`src/hw/rtl/wat_pkg.sv`:
```
// Shared constants and types for the windowed average threshold alarm.
package wat_pkg;

    localparam int LIMIT_W     = 10;
    localparam int COUNT_OUT_W = 5;
    localparam int AVG_OUT_W   = 10;
    localparam int CFG_IDX_W   = 2;

    localparam logic [LIMIT_W-1:0] HUM_LIMIT_RST  = 10'd950;
    localparam logic [LIMIT_W-1:0] DUST_LIMIT_RST = 10'd920;

    localparam logic [CFG_IDX_W-1:0] REG_HUMIDITY_LIMIT = 2'd0;
    localparam logic [CFG_IDX_W-1:0] REG_DUST_LIMIT     = 2'd1;

    typedef struct packed {
        logic busy;
        logic done;
    } t_div_stat;

endpackage

```
`src/hw/rtl/wat_front.sv`:
```
// Front end: accepts sample words and holds them in a two-entry queue.
module wat_front import wat_pkg::*; #(
    parameter int SAMPLE_BITS = 10
) (
    input  logic                   i_clk,
    input  logic                   i_rst_n,
    input  logic                   i_in_valid,
    output logic                   o_in_ready,
    input  logic [SAMPLE_BITS-1:0] i_humidity_sample,
    input  logic [SAMPLE_BITS-1:0] i_dust_sample,
    output logic                   o_q_valid,
    input  logic                   i_q_ready,
    output logic [SAMPLE_BITS-1:0] o_q_hum,
    output logic [SAMPLE_BITS-1:0] o_q_dust
);

    logic [SAMPLE_BITS-1:0] r_hum [2];
    logic [SAMPLE_BITS-1:0] r_dust [2];
    logic                   r_wr_ptr;
    logic                   r_rd_ptr;
    logic [1:0]             r_cnt;
    logic                   push;
    logic                   pop;

    assign o_in_ready = (r_cnt != 2'd2);
    assign o_q_valid  = (r_cnt != 2'd0);
    assign o_q_hum    = r_hum[r_rd_ptr];
    assign o_q_dust   = r_dust[r_rd_ptr];
    assign push       = i_in_valid & o_in_ready;
    assign pop        = o_q_valid & i_q_ready;

    always_ff @(posedge i_clk) begin
        if (!i_rst_n) begin
            r_wr_ptr <= 1'b0;
            r_rd_ptr <= 1'b0;
            r_cnt    <= 2'd0;
        end else begin
            if (push) begin
                r_hum[r_wr_ptr]  <= i_humidity_sample;
                r_dust[r_wr_ptr] <= i_dust_sample;
                r_wr_ptr         <= ~r_wr_ptr;
            end
            if (pop) begin
                r_rd_ptr <= ~r_rd_ptr;
            end
            if (push && !pop) begin
                r_cnt <= r_cnt + 2'd1;
            end else if (pop && !push) begin
                r_cnt <= r_cnt - 2'd1;
            end
        end
    end

endmodule

```
`src/hw/rtl/wat_div.sv`:
```
// Restoring divider, one quotient bit per cycle.
module wat_div import wat_pkg::*; #(
    parameter int DW = 15,
    parameter int VW = 5
) (
    input  logic          i_clk,
    input  logic          i_rst_n,
    input  logic          i_start,
    input  logic [DW-1:0] i_dividend,
    input  logic [VW-1:0] i_divisor,
    output logic [DW-1:0] o_quot,
    output t_div_stat     o_stat
);

    localparam int CTW = $clog2(DW + 1);

    logic [DW-1:0]  r_quot;
    logic [VW-1:0]  r_rem;
    logic [VW-1:0]  r_divisor;
    logic [CTW-1:0] r_cnt;
    logic           r_busy;
    logic           r_done;
    logic [VW:0]    trial;
    logic           fits;

    // shift in the next dividend bit and try the subtraction
    assign trial = {r_rem, r_quot[DW-1]};
    assign fits  = (trial >= {1'b0, r_divisor});

    always_ff @(posedge i_clk) begin
        if (!i_rst_n) begin
            r_busy <= 1'b0;
            r_done <= 1'b0;
            r_cnt  <= '0;
        end else begin
            r_done <= 1'b0;
            if (i_start) begin
                r_quot    <= i_dividend;
                r_rem     <= '0;
                r_divisor <= i_divisor;
                r_cnt     <= CTW'(DW);
                r_busy    <= 1'b1;
            end else if (r_busy) begin
                r_rem  <= fits ? VW'(trial - {1'b0, r_divisor}) : VW'(trial);
                r_quot <= {r_quot[DW-2:0], fits};
                r_cnt  <= r_cnt - CTW'(1);
                if (r_cnt == CTW'(1)) begin
                    r_busy <= 1'b0;
                    r_done <= 1'b1;
                end
            end
        end
    end

    assign o_quot      = r_quot;
    assign o_stat.busy = r_busy;
    assign o_stat.done = r_done;

endmodule

```
`src/hw/rtl/wat_back.sv`:
```
// Back end: sample ring, running sums, averaging and the result register.
module wat_back import wat_pkg::*; #(
    parameter int WINDOW      = 20,
    parameter int SAMPLE_BITS = 10
) (
    input  logic                   i_clk,
    input  logic                   i_rst_n,
    input  logic                   i_q_valid,
    output logic                   o_q_ready,
    input  logic [SAMPLE_BITS-1:0] i_q_hum,
    input  logic [SAMPLE_BITS-1:0] i_q_dust,
    input  logic [LIMIT_W-1:0]     i_hum_limit,
    input  logic [LIMIT_W-1:0]     i_dust_limit,
    output logic                   o_out_valid,
    input  logic                   i_out_ready,
    output logic [COUNT_OUT_W-1:0] o_samples_in_window,
    output logic [AVG_OUT_W-1:0]   o_humidity_average,
    output logic [AVG_OUT_W-1:0]   o_dust_average,
    output logic                   o_humidity_warning,
    output logic                   o_dust_warning
);

    localparam int CNTW = $clog2(WINDOW + 1);
    localparam int PW   = $clog2(WINDOW);
    localparam int SW   = SAMPLE_BITS + CNTW;
    localparam int MW   = 2 * SAMPLE_BITS;

    typedef enum logic [1:0] {
        S_IDLE,
        S_LOOKUP,
        S_DIVIDE,
        S_RESULT
    } t_state;

    t_state                 r_state;
    logic [CNTW-1:0]        r_fill;
    logic [PW-1:0]          r_pos;
    logic [SW-1:0]          r_hum_sum;
    logic [SW-1:0]          r_dust_sum;
    logic [SAMPLE_BITS-1:0] r_hum;
    logic [SAMPLE_BITS-1:0] r_dust;
    logic [MW-1:0]          r_rd_data;
    logic [MW-1:0]          r_ring [WINDOW];

    logic                   r_out_valid;
    logic [COUNT_OUT_W-1:0] r_out_cnt;
    logic [AVG_OUT_W-1:0]   r_out_hum;
    logic [AVG_OUT_W-1:0]   r_out_dust;
    logic                   r_out_hum_warn;
    logic                   r_out_dust_warn;

    logic                   full;
    logic [CNTW-1:0]        n_fill;
    logic [PW-1:0]          n_pos;
    logic [SW-1:0]          n_hum_sum;
    logic [SW-1:0]          n_dust_sum;
    logic [SAMPLE_BITS-1:0] old_hum;
    logic [SAMPLE_BITS-1:0] old_dust;
    logic                   div_start;
    logic                   ring_we;
    logic [SW-1:0]          hum_quot;
    logic [SW-1:0]          dust_quot;
    t_div_stat              hum_stat;
    t_div_stat              dust_stat;

    assign full     = (r_fill == CNTW'(WINDOW));
    assign old_hum  = r_rd_data[MW-1:SAMPLE_BITS];
    assign old_dust = r_rd_data[SAMPLE_BITS-1:0];

    // drop the oldest pair only once the ring has wrapped
    always_comb begin
        n_hum_sum  = r_hum_sum + SW'(r_hum);
        n_dust_sum = r_dust_sum + SW'(r_dust);
        n_fill     = r_fill + CNTW'(1);
        if (full) begin
            n_hum_sum  = n_hum_sum - SW'(old_hum);
            n_dust_sum = n_dust_sum - SW'(old_dust);
            n_fill     = r_fill;
        end
        n_pos = (r_pos == PW'(WINDOW - 1)) ? '0 : r_pos + PW'(1);
    end

    assign ring_we   = (r_state == S_LOOKUP);
    assign div_start = (r_state == S_LOOKUP);
    assign o_q_ready = (r_state == S_IDLE);

    always_ff @(posedge i_clk) begin
        if (ring_we) begin
            r_ring[r_pos] <= {r_hum, r_dust};
        end
        r_rd_data <= r_ring[r_pos];
    end

    wat_div #(.DW(SW), .VW(CNTW)) u_hum_div (
        .i_clk      (i_clk),
        .i_rst_n    (i_rst_n),
        .i_start    (div_start),
        .i_dividend (n_hum_sum),
        .i_divisor  (n_fill),
        .o_quot     (hum_quot),
        .o_stat     (hum_stat)
    );

    wat_div #(.DW(SW), .VW(CNTW)) u_dust_div (
        .i_clk      (i_clk),
        .i_rst_n    (i_rst_n),
        .i_start    (div_start),
        .i_dividend (n_dust_sum),
        .i_divisor  (n_fill),
        .o_quot     (dust_quot),
        .o_stat     (dust_stat)
    );

    always_ff @(posedge i_clk) begin
        if (!i_rst_n) begin
            r_state     <= S_IDLE;
            r_fill      <= '0;
            r_pos       <= '0;
            r_hum_sum   <= '0;
            r_dust_sum  <= '0;
            r_out_valid <= 1'b0;
        end else begin
            // drop a taken result unless a new one replaces it this cycle
            if (r_out_valid && i_out_ready && (r_state != S_RESULT)) begin
                r_out_valid <= 1'b0;
            end
            unique case (r_state)
                S_IDLE: begin
                    if (i_q_valid) begin
                        r_hum   <= i_q_hum;
                        r_dust  <= i_q_dust;
                        r_state <= S_LOOKUP;
                    end
                end
                S_LOOKUP: begin
                    r_hum_sum  <= n_hum_sum;
                    r_dust_sum <= n_dust_sum;
                    r_fill     <= n_fill;
                    r_pos      <= n_pos;
                    r_state    <= S_DIVIDE;
                end
                S_DIVIDE: begin
                    if (hum_stat.done && dust_stat.done) begin
                        r_state <= S_RESULT;
                    end
                end
                S_RESULT: begin
                    // hold until the result register is free or being emptied
                    if (!r_out_valid || i_out_ready) begin
                        r_out_valid     <= 1'b1;
                        r_out_cnt       <= COUNT_OUT_W'(r_fill);
                        r_out_hum       <= AVG_OUT_W'(hum_quot);
                        r_out_dust      <= AVG_OUT_W'(dust_quot);
                        r_out_hum_warn  <= (hum_quot >= SW'(i_hum_limit));
                        r_out_dust_warn <= (dust_quot >= SW'(i_dust_limit));
                        r_state         <= S_IDLE;
                    end
                end
                default: r_state <= S_IDLE;
            endcase
        end
    end

    assign o_out_valid         = r_out_valid;
    assign o_samples_in_window = r_out_cnt;
    assign o_humidity_average  = r_out_hum;
    assign o_dust_average      = r_out_dust;
    assign o_humidity_warning  = r_out_hum_warn;
    assign o_dust_warning      = r_out_dust_warn;

    a_fill_bound : assert property (@(posedge i_clk) disable iff (!i_rst_n)
        r_fill <= CNTW'(WINDOW))
        else $error("fill count beyond window");

    a_pos_bound : assert property (@(posedge i_clk) disable iff (!i_rst_n)
        {1'b0, r_pos} < (PW+1)'(WINDOW))
        else $error("write position beyond window");

    a_div_lockstep : assert property (@(posedge i_clk) disable iff (!i_rst_n)
        hum_stat == dust_stat)
        else $error("dividers out of step");

    a_fill_on_result : assert property (@(posedge i_clk) disable iff (!i_rst_n)
        (r_state == S_RESULT) |-> (r_fill != '0))
        else $error("result with empty window");

endmodule

```
`src/hw/rtl/windowed_average_threshold_alarm.sv`:
```
// Top level of the windowed average threshold alarm.
// Each accepted word carries one humidity and one dust sample. The block keeps the last
// WINDOW pairs in a ring, maintains running sums and a fill count, and for every word
// returns the number of stored pairs, the truncated average of each channel and a
// warning flag per channel that is set when the average reaches its limit register.
// A two-entry queue at the input lets the sender keep going while the back end works;
// the back end handles one word at a time and forms the two averages with a pair of
// bit-serial dividers, one quotient bit a cycle. A finished result sits in an output
// register, so the next word starts while the previous result waits to be taken. The
// limits are written through a simple write port (index 0 humidity limit, index 1 dust
// limit, other indexes ignored) and must only change while the block is idle; they
// reset to 950 and 920.
module windowed_average_threshold_alarm import wat_pkg::*; #(
    parameter int WINDOW      = 20,
    parameter int SAMPLE_BITS = 10
) (
    input  logic                   i_clk,
    input  logic                   i_rst_n,
    input  logic                   i_cfg_we,
    input  logic [CFG_IDX_W-1:0]   i_cfg_idx,
    input  logic [LIMIT_W-1:0]     i_cfg_wdata,
    input  logic                   i_in_valid,
    output logic                   o_in_ready,
    input  logic [SAMPLE_BITS-1:0] i_humidity_sample,
    input  logic [SAMPLE_BITS-1:0] i_dust_sample,
    output logic                   o_out_valid,
    input  logic                   i_out_ready,
    output logic [COUNT_OUT_W-1:0] o_samples_in_window,
    output logic [AVG_OUT_W-1:0]   o_humidity_average,
    output logic [AVG_OUT_W-1:0]   o_dust_average,
    output logic                   o_humidity_warning,
    output logic                   o_dust_warning
);

    logic [LIMIT_W-1:0]     r_hum_limit;
    logic [LIMIT_W-1:0]     r_dust_limit;
    logic                   q_valid;
    logic                   q_ready;
    logic [SAMPLE_BITS-1:0] q_hum;
    logic [SAMPLE_BITS-1:0] q_dust;

    // Limit registers; writes to unused indexes are dropped.
    always_ff @(posedge i_clk) begin
        if (!i_rst_n) begin
            r_hum_limit  <= HUM_LIMIT_RST;
            r_dust_limit <= DUST_LIMIT_RST;
        end else if (i_cfg_we) begin
            unique case (i_cfg_idx)
                REG_HUMIDITY_LIMIT: r_hum_limit  <= i_cfg_wdata;
                REG_DUST_LIMIT:     r_dust_limit <= i_cfg_wdata;
                default: ;
            endcase
        end
    end

    // Front end: accept words and queue them.
    wat_front #(.SAMPLE_BITS(SAMPLE_BITS)) u_front (
        .i_clk             (i_clk),
        .i_rst_n           (i_rst_n),
        .i_in_valid        (i_in_valid),
        .o_in_ready        (o_in_ready),
        .i_humidity_sample (i_humidity_sample),
        .i_dust_sample     (i_dust_sample),
        .o_q_valid         (q_valid),
        .i_q_ready         (q_ready),
        .o_q_hum           (q_hum),
        .o_q_dust          (q_dust)
    );

    // Back end: update the window, divide, compare and register the result.
    wat_back #(.WINDOW(WINDOW), .SAMPLE_BITS(SAMPLE_BITS)) u_back (
        .i_clk               (i_clk),
        .i_rst_n             (i_rst_n),
        .i_q_valid           (q_valid),
        .o_q_ready           (q_ready),
        .i_q_hum             (q_hum),
        .i_q_dust            (q_dust),
        .i_hum_limit         (r_hum_limit),
        .i_dust_limit        (r_dust_limit),
        .o_out_valid         (o_out_valid),
        .i_out_ready         (i_out_ready),
        .o_samples_in_window (o_samples_in_window),
        .o_humidity_average  (o_humidity_average),
        .o_dust_average      (o_dust_average),
        .o_humidity_warning  (o_humidity_warning),
        .o_dust_warning      (o_dust_warning)
    );

endmodule

```
`config.mk`:
```
export PLATFORM = sky130hd
export DESIGN_NAME = windowed_average_threshold_alarm
export DESIGN_NICKNAME = d
export VERILOG_FILES = /design/src/hw/rtl/wat_pkg.sv /design/src/hw/rtl/wat_front.sv /design/src/hw/rtl/wat_div.sv /design/src/hw/rtl/wat_back.sv /design/src/hw/rtl/windowed_average_threshold_alarm.sv
export SDC_FILE = /design/constraint.sdc
export NUM_CORES = 1
export LEC_CHECK = 0
export BUFFER_PORTS_ARGS = -buffer_cell sky130_fd_sc_hd__buf_2
export CAP_MARGIN = 0
export CORE_MARGIN = 2
export CORE_UTILIZATION = 62
export CTS_BUF_LIST = sky130_fd_sc_hd__clkbuf_16
export CTS_CLUSTER_SIZE = 10
export DETAILED_ROUTE_END_ITERATION = 12
export PLACE_DENSITY = 0.75
export SYNTH_ARGS = -nofsm -noshare
export SYNTH_HDL_FRONTEND = slang
export SYNTH_SLANG_ARGS = --single-unit
```
`constraint.sdc`:
```
create_clock -name i_clk -period 4.65 [get_ports i_clk]
set_clock_uncertainty 0.15 [all_clocks]
set_input_delay 0.2325 -clock i_clk [delete_from_list [all_inputs] [get_ports i_clk]]
set_output_delay 0.2325 -clock i_clk [all_outputs]
set_load 0.005 [all_outputs]
```
-- Yosys cells after proc, flatten, opt, wreduce, memory -nomap -nowiden
Memories as Yosys holds them, arrays and structs flattened. A register that Yosys moved wholly into a read port is not among the register bits.
Index checks and enable logic that the tools add are counted.
- register bits after elaboration: 151
- RAM bits: 440
- input bits: 37
- output and inout port bits: 29
- memories: 3
- memory list (name ; depth ; bits a word ; read ports ; clocked after Yosys merged registers in ; write ports ; line ; source):
    u_back.r_ring ; 20 ; 20 ; 1 ; 1 ; 1 ; wat_back.sv:43 ; logic [MW-1:0] r_ring [WINDOW];
    u_front.r_dust ; 2 ; 10 ; 1 ; 1 ; 1 ; wat_front.sv:18 ; logic [SAMPLE_BITS-1:0] r_dust [2];
    u_front.r_hum ; 2 ; 10 ; 1 ; 1 ; 1 ; wat_front.sv:17 ; logic [SAMPLE_BITS-1:0] r_hum [2];
- add/sub/neg operators: 12
- order comparisons: 4
- equality and inequality tests: 13
- multiplexer cells: 38
- bitwise gates (word level): 7
- reductions and logical operators: 25
- operator list (operator ; count):
    2-to-1 mux 15 bit ; 6
    adder 15 x 10 -> 15 bit ; 2
    greater-or-equal comparator 15 x 10 -> 1 bit ; 2
    2-to-1 mux 5 bit ; 6
    subtractor 15 x 10 -> 15 bit ; 2
    2-to-1 mux 1 bit ; 16
    2-to-1 mux 4 bit ; 4
    greater-or-equal comparator 6 x 5 -> 1 bit ; 2
    adder 5 x 1 -> 5 bit, second input constant ; 2
    == test 5 bit, second input constant ; 2
    2-to-1 mux 2 bit ; 5
    AND reduction 2 bit ; 5
    subtractor 5 bit ; 2
    AND reduction 3 bit ; 3
    == test 4 x 1 -> 1 bit, second input constant ; 2
    one-hot mux 2 bit (4 select lines) ; 1
    nonzero test 2 bit ; 4
    subtractor 4 x 1 -> 4 bit, second input constant ; 2
    inequality test 2 x 1 -> 1 bit, second input constant ; 3
    OR reduction 3 bit ; 2
    logical AND 1 bit ; 5
    NOT 1 bit ; 5
    == test 2 x 1 -> 1 bit, second input constant ; 2
    == test 2 bit, second input constant ; 2
    7 further kinds ; 12

-- Depth between registers and ports, before layout
- depth after elaboration: 6
- gate-level depth with buffers: 16
- depth with buffers taken out: 16

-- Modules after synthesis
Synthesis repeated with hierarchy kept, for this count alone.
- cells, all modules: 1734
- area, all modules: 27378.8 um^2
- modules (own cells, without submodules) (module ; times used ; cells each ; area an instance (um^2) ; seq. area each (um^2)):
    wat_back ; 1 ; 1334 ; 21861.0 ; 14684.1
    wat_div ; 2 ; 114 ; 1500.2 ; 870.8
    wat_front ; 1 ; 89 ; 1675.4 ; 1301.2
    windowed_average_threshold_alarm ; 1 ; 83 ; 842.1 ; 400.4

-- Least setup slack after synthesis
No wires, ideal clock.
- path type: reg2reg
- start: register u_back.r_dust[0] (read register of u_front.r_dust)
- end: register u_back.u_dust_div.r_quot[12], in the netlist u_back.u_dust_div.o_quot[12] (data pin)
- library setup time: 273 ps
- arrival: 3612 ps
- slack: 615 ps
- cell stages (with the launch flop): 15
- period minus slack after synthesis: 4035 ps
- cells stage by stage: edfxtp_1 -> ha_1 -> fa_1 -> a21o_1 -> a21oi_1 -> o21ai_0 -> a31o_2 -> a21oi_1 -> xnor2_1 -> ha_1 -> and3_1 -> and3_1 -> nor4_2 -> o21a_1 -> o221ai_1
- longest elaborated chain between the ends: 4
- RTL lines (element ; line ; source):
    start: declaration ; wat_back.sv:41 ; logic [SAMPLE_BITS-1:0] r_dust;
    adder 15 x 10 -> 15 bit (*) ; wat_back.sv:73 ; n_dust_sum = r_dust_sum + SW'(r_dust);
    subtractor 15 x 10 -> 15 bit ; wat_back.sv:77 ; n_dust_sum = n_dust_sum - SW'(old_dust);
    2-to-1 mux 15 bit (*) ; wat_back.sv:75 ; if (full) begin
    2-to-1 mux 15 bit (*) ; wat_div.sv:37 ; if (i_start) begin
    end signal: assignment ; wat_div.sv:38 ; r_quot <= i_dividend;
    end signal: assignment ; wat_div.sv:45 ; r_quot <= {r_quot[DW-2:0], fits};
    end: declaration ; wat_div.sv:17 ; logic [DW-1:0] r_quot;
Mark *: on every way between the ends. The rest lies on a longest branch, timed or not.
A chain may end at the register's enable or synchronous reset.

-- Final worst setup path
- start: register u_back.r_dust[3] (read register of u_front.r_dust)
- end: register u_back.u_dust_div.r_quot[12], in the netlist u_back.u_dust_div.o_quot[12] (data pin)
Same word-level chain as after synthesis.

==> flow_summary.yaml <==
logic_synthesis:
  synth_cells: 1765
  syn_area_per_cell_um2: 15.3
  postSynthNetCount: 1894
  yosysSeqAreaShare_pct: 66.7
  synth.area.top_cells: "edfxtp_1 (59%), mux4_2 (8.4%), dfxtp_1 (7.4%)"
  yosys.area.top_type_share_pct: 59.3
  synth-edff-count: 532
  ys.flop_type: "edfxtp_1"
  post-synth-top-area-cell: "edfxtp_1"
  synth_area_um2: 26900
  synth_seq_cells: 631
  yosysWarnings: 0
  ys_async_sr_fraction_pct: 0
  ys_types: 75
power:
  seqPwrFrac_pct: 41.8
  switching_share_pct: 31.8
  clock_power_share_pct: 27.8
  ir_drop_v: 0.000411
  p_per_area_nw_per_um2: 597
  combPwrFrac_pct: 30.4
  switching_power_uw: 5810
  p_int_uw: 12500
  leakagePower_uw: 0.0109
route:
  wl_mm: 60.7
  ant_nets: 0
  dr.first_iter.drc_count: 1607
  num_vias: 16000
  drcViolationCount: 0
  routedWlPerCell_um: 23.8
  drt-vias-per-instance: 6.27
  firstDrtPassIters: 7
cells_and_area:
  fill_cells: 2772
  seq_area_um2: 18000
  nets: 2050
  multi_input_area_um2: 8380
  drive_above_1_share_pct: 18.6
  area_growth_pct: 13.9
clock_tree:
  cts_sinks: 631
  post-cts-setup-buffers: 0
  clk_pin_slew_ps: 60
  htreeDepth: 3
  clk_path_buf_depth: 3
  tritoncts: "yes"
  cts_made_buffers: 73
  cts-root-buf: "clkbuf_16"
  cts_resized: 0
  clkLatencyLatePin_ps: 580
sta:
  period_needed_ps: 4350
  fin_crit_sh_pct: 93.5
  setup_viol: 0
  fmax_ghz: 0.230
  worstMarginPinSlew_ps: 1100
  setup_ws_ps: 303
  slew_viol_final: 0
  hold_viol: 0
  max_slew_margin_pct: 26.7
  timing.setup.tns_ps: 0
  rsz0062_at_grt: "no"
worst_setup_path:
  critical_path_arrival_ps: 4500
  crit_required_ps: 4800
  path_buf_inv: 1
  worstSetupPathType: "register to register"
  cp_cell_sequence: "ha_1 > inv_1 > o21bai_1 > a21oi_1 > nor3b_1 > or3_1 > and2_1 > ha_1 > and3_1 > and3_1 > nor4_2 > o21a_1 > o221ai_1"
  startpoint_type: "register"
  cp_slowest_stage_delay_ps: 870
  end_kind: "register"
  reg2reg_from: "u_back.r_dust[3]$_DFFE_PP_"
  critPathTopFamily: "simple AND/OR/NAND/NOR gates"
  startpoint: "u_back.r_dust[3]$_DFFE_PP_"
  critical_path.slowest_cell: "edfxtp_1"
  path_max_fanout: 21
job:
  maxCapViolations: 0
min_path:
  hp-class: "input pin to register"
  min_from: "i_in_valid"
grt:
  track_usage_pct: 27.6
  globalRoute.totalOverflow: 0
  antenna_found_initial: 1
  grt_pass1_wl_mm: 92.6
  first_global_vias: 16000
  grt_max_degree: 48
place:
  dpl.hpwl_mm: 37.5
  gp_congestion: 0.878
  portBuffers: 65
  place_ws_ps: 404
floorplan:
  core_um2: 43000
  chipHeight_um: 212
  die_x_um: 212
  start_util_pct: 62.6
  die-area_um2: 45100
  ios: 66
  std_cell_rows: 76
status:
  status: "finished, final reports clean"
flip-flops by register name, summed over array words and instances (netlist names), 5 cells and up:
signal	cells
r_dust_limit	10
r_hum_limit	10
u_back.o_dust_average	10
u_back.o_humidity_average	10
u_back.o_samples_in_window	5
u_back.r_dust	10
u_back.r_dust_sum	15
u_back.r_fill	5
u_back.r_hum	10
u_back.r_hum_sum	15
u_back.r_pos	5
u_back.r_rd_data	20
u_back.r_ring	400
u_back.u_dust_div.o_quot	15
u_back.u_dust_div.r_rem	5
u_back.u_hum_div.o_quot	15
u_back.u_hum_div.r_divisor	5
u_back.u_hum_div.r_rem	5
u_front.r_dust	20
u_front.r_hum	20
cell usage in the layout, fill, tap and decap left out, types with 10 or more instances in the layout:
cell / synthesis / layout
mux2i_1: 13 / 13
xnor2_1: 34 / 34
a221o_1: 10 / 10
mux2_2: 30 / 30
buf_4: 0 / 58
dlygate4sd3_1: 0 / 36
nand3_1: 25 / 25
o21a_1: 14 / 14
nand2_1: 110 / 110
inv_1: 81 / 111
mux4_2: 100 / 100
dfxtp_1: 99 / 96
o211ai_1: 42 / 42
a21oi_1: 81 / 81
nand2b_1: 13 / 13
xor2_1: 18 / 18
and3_1: 25 / 25
ha_1: 86 / 85
edfxtp_1: 532 / 532
nor2b_1: 18 / 16
nor3_1: 31 / 31
o21ai_0: 53 / 53
o211a_1: 10 / 10
nor2_1: 89 / 84
buf_2: 11 / 65
a22oi_1: 11 / 11
and2_1: 12 / 12
a21o_1: 20 / 20
a32oi_1: 11 / 11
clkbuf_16: 0 / 79
final timing paths:
check / endpoint / slack [ps] / cells after the start
setup / recovery: u_back.u_dust_div.o_quot[12]$_DFFE_PP_ / 300 / 13
hold / removal: u_front.r_wr_ptr$_SDFFE_PN0P_ / 30 / 4
setup reg to reg: u_back.u_dust_div.o_quot[12]$_DFFE_PP_ / 300 / 13
hold reg to reg: u_back.o_humidity_average[0]$_DFFE_PP_ / 300 / 0
through the flow:
stage | instances | util, % | total power, µW | hold WS (ps) | instance area [µm²]
detailed placement | 2395 | 65.6 | 13200 | 273 | 28200
global placement | 2395 | 65.6 | 13000 | 272 | 28200
CTS | 2545 | 71.3 | 18300 | 2.63 | 30700
finish | 2546 | 71.3 | 18300 | 25.2 | 30700
global route | 2545 | 71.3 | 19300 | 74.8 | 30700
floorplan | 1765 | - | 11700 | 181 | 26900
cell families after synthesis:
logic type,synth area share (%)
DFF,66.7
and+or+nand+nor,6.75
AOI/OAI and AO/OA,8.01
buffers and inverters,2.30
muxes,10.1
adders and majority gates,4.44
xor gates and xnor gates,1.69
cell usage after synthesis, types with 30 or more instances:
cell type,number
edfxtp_1,532
nand2_1,110
mux4_2,100
dfxtp_1,99
nor2_1,89
ha_1,86
a21oi_1,81
inv_1,81
clkbuf_1,57
o21ai_0,53
o211ai_1,42
xnor2_1,34
nor3_1,31
mux2_2,30
metal layers:
layer  global-route usage (%)  routed length (µm)
met1                     38.6               24900
met2                     43.1               28600
met3                     5.66                5270
met4                     11.1                1950
met5                        0                   0
power groups by stage:
stage                     sequential (µW)  clock, µW  combinational (µW)
after floorplan                      7480          0                4230
after global placement               7720          0                5250
after detailed placement             7750          0                5410
after CTS                            7650       5150                5510
after global routing                 7730       5370                6160
final                                7650       5090                5560
area by class of cell:
class | count | share of cell area (%)
diodes | 1 | 0.00816
clock buffers | 79 | 6.45
clock inverters | 35 | 0.453
inverters | 81 | 0.992
multi-input cells | 973 | 27.3
flip-flops and latches | 631 | 58.6
well taps | 585 | 2.39
repair buffers | 161 | 3.79
worst min-delay path: stages:
cell and delay, ps:
buf_2 70, and2_0 230, xnor2_1 100, nor2_1 90
timing repair:
item | 4_1_cts | 5_1_grt
setup endpoints to repair | 0 | 0
hold buffers | 36 | 0
endpoints found under the hold margin | 61 | 0
(Power assumes the default switching activity.)
